===== src/rtl/udf_pkg.sv =====
// Shared types and constants for the serial frame deframer.
// Depends on nothing; imported by udf_ctrl, udf_dpath and the top level.
package udf_pkg;

  localparam int unsigned POINTS    = 47;
  localparam int unsigned FRAME_LEN = 2 * POINTS + 5;
  localparam int unsigned FILL_W    = $clog2(FRAME_LEN);
  localparam int unsigned IDX_W     = 6;
  localparam int unsigned VAL_W     = 16;
  localparam int unsigned OUT_W     = 24;  // index and value, padded to whole bytes

  localparam logic [7:0] HDR0 = 8'hAA;
  localparam logic [7:0] HDR1 = 8'h55;
  localparam logic [7:0] TRL0 = 8'h0D;
  localparam logic [7:0] TRL1 = 8'h0A;

  typedef enum logic [1:0] {
    ST_IDLE,
    ST_CHECK,
    ST_EMIT
  } state_e;

  // controller -> datapath
  typedef struct packed {
    logic shift_in;  // push received byte into the window
    logic fill_clr;  // window consumed, restart fill and point count
    logic emit;      // load next point into output register, rotate window by two
  } cmd_t;

  // datapath -> controller
  typedef struct packed {
    logic window_full;  // window holds FRAME_LEN-1 bytes; next byte completes it
    logic frame_ok;     // header, trailer and checksum all match
    logic out_free;     // output register can take a point this cycle
    logic last_point;   // point counter at the final point
  } stat_t;

endpackage


===== src/rtl/udf_ctrl.sv =====
// Controller state machine for the frame deframer.
// Depends on udf_pkg; drives udf_dpath through cmd_t and reads stat_t.
module udf_ctrl
  import udf_pkg::*;
(
  input  logic  clk_i,
  input  logic  rst_ni,
  input  logic  in_valid_i,
  output logic  in_ready_o,
  input  stat_t stat_i,
  output cmd_t  cmd_o
);

  state_e state_q, state_d;

  always_ff @(posedge clk_i or negedge rst_ni) begin
    if (!rst_ni) begin
      state_q <= ST_IDLE;
    end else begin
      state_q <= state_d;
    end
  end

  always_comb begin
    state_d    = state_q;
    in_ready_o = 1'b0;
    cmd_o      = '0;
    unique case (state_q)
      ST_IDLE: begin
        in_ready_o = 1'b1;
        if (in_valid_i) begin
          cmd_o.shift_in = 1'b1;
          if (stat_i.window_full) begin
            state_d = ST_CHECK;
          end
        end
      end
      ST_CHECK: begin
        if (stat_i.frame_ok) begin
          cmd_o.fill_clr = 1'b1;
          state_d        = ST_EMIT;
        end else begin
          state_d = ST_IDLE;
        end
      end
      ST_EMIT: begin
        if (stat_i.out_free) begin
          cmd_o.emit = 1'b1;
          if (stat_i.last_point) begin
            state_d = ST_IDLE;
          end
        end
      end
      default: begin
        state_d = ST_IDLE;
      end
    endcase
  end

endmodule


===== src/rtl/udf_dpath.sv =====
// Datapath of the frame deframer: byte window shift line, running checksum,
// fill and point counters, output register. Depends on udf_pkg.
module udf_dpath
  import udf_pkg::*;
(
  input  logic             clk_i,
  input  logic             rst_ni,
  input  logic [7:0]       rx_byte_i,
  input  cmd_t             cmd_i,
  output stat_t            stat_o,
  output logic             out_valid_o,
  input  logic             out_ready_i,
  output logic [OUT_W-1:0] out_data_o,
  output logic             out_last_o
);

  // Index 0 is the newest byte, FRAME_LEN-1 the oldest (first header byte).
  localparam int unsigned DATA_HI = FRAME_LEN - 3;  // low byte of point 0
  localparam int unsigned CSUM    = 2;

  logic [7:0]        win_q [FRAME_LEN];
  logic [7:0]        win_d [FRAME_LEN];
  logic [7:0]        sum_q, sum_d;      // sum of taps DATA_HI down to 3
  logic [FILL_W-1:0] fill_q, fill_d;
  logic [IDX_W-1:0]  pt_q, pt_d;
  logic              out_vld_q, out_vld_d;
  logic [IDX_W-1:0]  out_idx_q;
  logic [VAL_W-1:0]  out_val_q;
  logic              out_last_q;

  always_comb begin
    for (int i = 0; i < FRAME_LEN; i++) begin
      win_d[i] = win_q[i];
    end
    sum_d = sum_q;
    if (cmd_i.shift_in) begin
      win_d[0] = rx_byte_i;
      for (int i = 1; i < FRAME_LEN; i++) begin
        win_d[i] = win_q[i-1];
      end
      sum_d = sum_q + win_q[CSUM] - win_q[DATA_HI];
    end else if (cmd_i.emit) begin
      // rotate by two so the next point lands on the fixed read taps
      win_d[0] = win_q[FRAME_LEN-2];
      win_d[1] = win_q[FRAME_LEN-1];
      for (int i = 2; i < FRAME_LEN; i++) begin
        win_d[i] = win_q[i-2];
      end
      sum_d = sum_q + win_q[CSUM] + win_q[CSUM-1] - win_q[DATA_HI] - win_q[DATA_HI-1];
    end
  end

  always_comb begin
    fill_d = fill_q;
    pt_d   = pt_q;
    if (cmd_i.fill_clr) begin
      fill_d = '0;
      pt_d   = '0;
    end else begin
      if (cmd_i.shift_in && !stat_o.window_full) begin
        fill_d = fill_q + FILL_W'(1);
      end
      if (cmd_i.emit) begin
        pt_d = pt_q + IDX_W'(1);
      end
    end
  end

  always_comb begin
    out_vld_d = out_vld_q;
    if (cmd_i.emit) begin
      out_vld_d = 1'b1;
    end else if (out_ready_i) begin
      out_vld_d = 1'b0;
    end
  end

  // Window and sum are reset so the running sum always matches the taps.
  always_ff @(posedge clk_i or negedge rst_ni) begin
    if (!rst_ni) begin
      for (int i = 0; i < FRAME_LEN; i++) begin
        win_q[i] <= '0;
      end
      sum_q     <= '0;
      fill_q    <= '0;
      pt_q      <= '0;
      out_vld_q <= 1'b0;
    end else begin
      for (int i = 0; i < FRAME_LEN; i++) begin
        win_q[i] <= win_d[i];
      end
      sum_q     <= sum_d;
      fill_q    <= fill_d;
      pt_q      <= pt_d;
      out_vld_q <= out_vld_d;
    end
  end

  always_ff @(posedge clk_i) begin
    if (cmd_i.emit) begin
      out_idx_q  <= pt_q;
      out_val_q  <= {win_q[DATA_HI-1], win_q[DATA_HI]};
      out_last_q <= stat_o.last_point;
    end
  end

  always_comb begin
    stat_o.window_full = (fill_q == FILL_W'(FRAME_LEN - 1));
    stat_o.frame_ok    = (win_q[FRAME_LEN-1] == HDR0) && (win_q[FRAME_LEN-2] == HDR1)
                      && (win_q[1] == TRL0) && (win_q[0] == TRL1)
                      && (win_q[CSUM] == sum_q);
    stat_o.out_free    = !out_vld_q || out_ready_i;
    stat_o.last_point  = (pt_q == IDX_W'(POINTS - 1));
  end

  assign out_valid_o = out_vld_q;
  assign out_data_o  = {{(OUT_W - IDX_W - VAL_W){1'b0}}, out_val_q, out_idx_q};
  assign out_last_o  = out_last_q;

endmodule


===== src/rtl/uart_matrix_frame_deframer.sv =====
// Serial frame deframer: finds AA 55, POINTS 16-bit values, checksum, 0D 0A.
// Throughput: one byte per cycle while the window fills; a byte that completes
// the window is followed by the frame check, during which no byte is taken. A valid frame
// then streams POINTS items, one per cycle when the sink is ready, via the output register.
// The first item is registered in the emit state, which follows the check state.
// Reset (async, rst_ni low): window, checksum, counters and output valid cleared; no clearing pass.
module uart_matrix_frame_deframer
  import udf_pkg::*;
(
  input  logic             clk_i,
  input  logic             rst_ni,
  // byte input
  input  logic             s_axis_tvalid_i,
  output logic             s_axis_tready_o,
  input  logic [7:0]       s_axis_tdata_i,   // [7:0] rx_byte
  // point output
  output logic             m_axis_tvalid_o,
  input  logic             m_axis_tready_i,
  output logic [OUT_W-1:0] m_axis_tdata_o,   // [5:0] point_index, [21:6] point_value, [23:22] zero
  output logic             m_axis_tlast_o    // frame_last
);

  // The window is a shift line of FRAME_LEN bytes with the oldest byte at the
  // top. Header, trailer and checksum sit on fixed taps; the data sum is kept
  // incrementally as bytes enter and leave the data region, so each candidate
  // start is judged combinationally from the taps. On a valid frame the window rotates two
  // bytes per item so each point is read from the same pair of taps.

  cmd_t  cmd;
  stat_t stat;

  udf_ctrl u_ctrl (
    .clk_i      (clk_i),
    .rst_ni     (rst_ni),
    .in_valid_i (s_axis_tvalid_i),
    .in_ready_o (s_axis_tready_o),
    .stat_i     (stat),
    .cmd_o      (cmd)
  );

  udf_dpath u_dpath (
    .clk_i       (clk_i),
    .rst_ni      (rst_ni),
    .rx_byte_i   (s_axis_tdata_i),
    .cmd_i       (cmd),
    .stat_o      (stat),
    .out_valid_o (m_axis_tvalid_o),
    .out_ready_i (m_axis_tready_i),
    .out_data_o  (m_axis_tdata_o),
    .out_last_o  (m_axis_tlast_o)
  );

endmodule


===== config.mk =====
export PLATFORM = sky130hd
export DESIGN_NAME = uart_matrix_frame_deframer
export DESIGN_NICKNAME = d
export VERILOG_FILES = /design/src/rtl/udf_pkg.sv /design/src/rtl/udf_ctrl.sv /design/src/rtl/udf_dpath.sv /design/src/rtl/uart_matrix_frame_deframer.sv
export SDC_FILE = /design/constraint.sdc
export NUM_CORES = 2
export LEC_CHECK = 0
export ABC_AREA = 1
export ABC_CLOCK_PERIOD_IN_PS = 7950
export BUFFER_PORTS_ARGS = -buffer_cell sky130_fd_sc_hd__buf_2
export CAP_MARGIN = 20
export CORE_MARGIN = 2
export CORE_UTILIZATION = 55
export DETAILED_ROUTE_END_ITERATION = 10
export PLACE_DENSITY = 0.68
export SYNTH_ARGS = -nofsm -noshare
export SYNTH_HDL_FRONTEND = slang
export SYNTH_SLANG_ARGS = --single-unit

===== constraint.sdc =====
create_clock -name clk_i -period 7.95 [get_ports clk_i]
set_input_delay 1.59 -clock clk_i [delete_from_list [all_inputs] [get_ports clk_i]]
set_output_delay 1.59 -clock clk_i [all_outputs]
set_load 0.1 [all_outputs]

==> results by group <==
Run status
  • Status: finished clean

Global route
  • Pin count of the biggest net entering global routing: 331
  • Initial antenna violation count: 2
  • Congestion Overflow GR: 0
  • Vias in the first global route: 29,300
  • First-pass GRT wire length: 142 mm
  • All-Layer GR Usage: 22.2%

Cells and area
  • Share of post-route cells with drive strength above 1: 5.21%
  • Area Overhead vs Synth: 8.59%
  • Post-layout nets: 4,564
  • Final Util: 60.3%

Die
  • Die height: 272 um
  • Core area: 71,400 um^2
  • Ports: 39
  • Initial Util: 55.5%
  • Num rows: 98
  • Die width: 272 um
  • Die area: 74,200 um^2

Clock tree
  • Clock-pin slew on the worst setup and hold paths: 60 ps
  • Clk_lat worst skew: 640 ps
  • Max Buffers Root-to-Sink: 3
  • Cts-stage hold buffer count: 0
  • Postcts setup bufs: 0
  • Inserted Clock Buffers: 90
  • CTS H-tree lvls: 3
  • CTS tree: built
  • PostCTS Resize Cnt: 0
  • Clock root buffer: clkbuf_16
  • Clock Sinks: 839

Critical path
  • Delay-heaviest family, CP: adder cells
  • Worst-path fanout max: 3
  • Crit path kind: register to register
  • Buf+Inv Stages, Crit Path: 2
  • Worst path arrival time: 4720 ps
  • Worst r2r src: u_dpath.win_q[768]
  • Delay of the slowest critical-path stage: 530 ps
  • Cell mode on critical path: nand2_1
  • R2r endpoint: u_dpath.sum_q[7]
  • Crit path max-delay cell type: fa_1
  • Setup crit end kind: register
  • Crit path cell chain: ha_1, fa_1, nand3_1, nand2_1, nand2_1, nand2_1, a21oi_1, xor2_1, fa_1, inv_1, fa_1, inv_1, ha_1, nand2_1, o31ai_1, nand3_1, nand3_1, nand2_1, nand2_1, nand2_1
  • Critical path launch point type: register
  • Cell count along the critical path: 20
  • R2R cell count: 20
  • Worst path required time: 8480 ps
  • Reg2Reg Setup Slack: 3760 ps

Yosys
  • Fraction of registers with async set/reset: 97.3%
  • Post-synthesis simple-gate area fraction: 2.32%
  • Netlist cell types: 43
  • Largest area contributor in the netlist: dfrtp_1
  • Syn Std Cell Area: 39,600 um^2
  • Number of flops mapped to enable cells by yosys: 23
  • Mapped Cells: 4,709
  • Post-synthesis compound-gate area fraction: 30.7%
  • Adder-Cell Fraction of Synth Area: 1.50%
  • Seq/Total Area, Yosys: 53.3%
  • Seq cells post-synth: 839
  • Largest family of logic cells by synthesized area: compound AO/OA/AOI/OAI gates
  • Avg Inst Size Synth: 8.42 um^2
  • Post-synth top flop: dfrtp_1
  • Proportion of synthesized area in mux cells: 0%
  • Yosys top cell area share: 51.5%
  • Largest cells by area after synthesis: dfrtp_1 52%, o21ai_0 24%, inv_1 8.1%
  • YS warnings: 0
  • XOR/XNOR share of the synthesized area: 0.309%

STA
  • Fmax: 0.238 GHz
  • Final setup vio count: 0
  • RSZ-0062 raised after global routing: no
  • Setup WS post-layout: 3760 ps
  • Setup TNS: 0 ps
  • Post-layout min period: 4190 ps
  • Clk_skew: 26.7 ps
  • Pins Over Slew Limit: 0
  • Final period util: 52.7%
  • Normalized max-slew margin: 26.9%
  • Actual slew at the worst max-slew pin: 1100 ps
  • Endpoints failing hold: 0

Routing
  • DRT antenna net count: 0
  • DR WL/cell: 14.7 um
  • Iter 0 DRT Violations: 3,259
  • DR pass1 iterations: 5
  • Vias per Instance: 5.57
  • Via count: 30,900
  • Post-Route WL: 81.5 mm
  • Number of remaining DRC errors: 0

Flow run
  • Max cap viols: 0

Worst hold path
  • Worst hold path depth: 0
  • Hold wc startpoint: u_dpath.win_q[23]
  • WHS Endpoint: u_dpath.out_val_q[7]
  • Hold crit path type: register to register

Placed design
  • Detailed Place HPWL: 46.2 mm
  • Port bufs: 36
  • Setup slack at placement: 3390 ps
  • Placer Congestion: 0.879

Pwr
  • Overall power: 0.0185 W
  • Leak: 19.2 nW
  • VDD IR-drop max: 0.000366 V
  • Pwr dens: 430 nW/um^2
[power breakdown]
group / switching [W] / internal (W)
Sequential: 0.000756 / 0.00592
Combinational: 0.00513 / 0.00242
Clock: 0.00173 / 0.00257
Total: 0.00761 / 0.0109
[worst reg2reg max path: stages, from the launching register on]
cell	delay, ps
dfrtp_1	440
ha_1	260
fa_1	420
nand3_1	130
nand2_1	60
nand2_1	80
nand2_1	60
a21oi_1	160
xor2_1	140
fa_1	490
inv_1	50
fa_1	530
inv_1	60
ha_1	310
nand2_1	80
o31ai_1	440
nand3_1	140
nand3_1	100
nand2_1	60
nand2_1	50
nand2_1	60
[stage by stage]
stage,cells,area (um^2),hold slack [ps]
finish,5539,43000,467
global route,5538,43000,474
CTS,5535,43000,471
detailed placement,5368,39900,458
global placement,5368,39900,447
floorplan,4710,39600,441
[cell families (layout without fill, tap and decap cells)]
group,Yosys count,count (layout)
compound gates,2421,2421
other cells,1,3
simple gates,178,178
buf+inv,1217,1095
xor+xnor,14,14
fa+ha+maj,39,39
flops,839,839
[how the worst max path moves through the flow]
| stage | start | endpoint | slack (ps) |
|---|---|---|---|
| after detailed placement | s_axis_tvalid_i | u_dpath.win_q[102] | 3390 |
| after global routing | u_dpath.win_q[768] | u_dpath.sum_q[7] | 3550 |
| final | u_dpath.win_q[768] | u_dpath.sum_q[7] | 3760 |
| after global placement | s_axis_tvalid_i | u_dpath.win_q[468] | 3470 |
| after floorplan | u_dpath.sum_q[0] | u_dpath.sum_q[7] | 4380 |
| after CTS | u_dpath.win_q[768] | u_dpath.sum_q[7] | 3760 |
[layer usage]
layer / vias to the layer above / GRT usage [%] / wire length [um]
li1: 15300 / - / -
met1: 14900 / 33.6 / 40100
met2: 522 / 33.9 / 36500
met3: 112 / 2.86 / 3100
met4: 0 / 5.90 / 1770
met5: - / 0 / 0
[area by class of cell]
| class | instances | area [um^2] |
|---|---|---|
| antenna | 1 | 2.50 |
| clock buffer | 136 | 2690 |
| clock inverter | 31 | 374 |
| fill | 6303 | 28300 |
| inverter | 862 | 3250 |
| multi-input combinational | 2654 | 13800 |
| sequential | 839 | 21100 |
| tap | 950 | 1190 |
| timing repair buffer | 66 | 613 |
[Yosys cell counts, types with 2 or more instances]
| cell | count |
|---|---|
| nor4_1 | 7 |
| nand3_2 | 4 |
| buf_2 | 75 |
| a31oi_1 | 4 |
| edfxtp_1 | 23 |
| nand4_1 | 23 |
| o21ai_0 | 1914 |
| nor2_8 | 2 |
| fa_1 | 14 |
| ha_1 | 25 |
| inv_1 | 857 |
| o21ai_1 | 476 |
| nor2_2 | 3 |
| buf_6 | 4 |
| inv_2 | 4 |
| nor2_1 | 22 |
| a21oi_1 | 19 |
| nand3b_1 | 4 |
| nand2_1 | 63 |
| xor2_1 | 9 |
| dfrtp_1 | 816 |
| or2_2 | 4 |
| xnor2_1 | 5 |
| clkbuf_1 | 267 |
| or2_1 | 2 |
| nand3_1 | 27 |
| nor3_1 | 5 |
| buf_4 | 9 |
| nand2_2 | 8 |
[state kept, by name, summed over array words and instances (netlist names)]
name and flops:
u_dpath.sum_q 8, u_dpath.out_valid_o 1, u_dpath.out_val_q 16, u_dpath.fill_q 7
u_dpath.win_q 792, u_ctrl.state_q 2, u_dpath.out_idx_q 6, u_dpath.pt_q 6
u_dpath.out_last_o 1
[layout by cell type, fill, tap and decap left out, drive strengths merged, types with 14 or more instances in the layout]
master and n:
o21ai 2390, inv 867, dfrtp 816, clkbuf 136
nand2 72, buf 66, nand3 31, nor2 27
ha 25, nand4 23, edfxtp 23, a21oi 20
clkinv 16, fa 14
(Power assumes the default switching activity.)
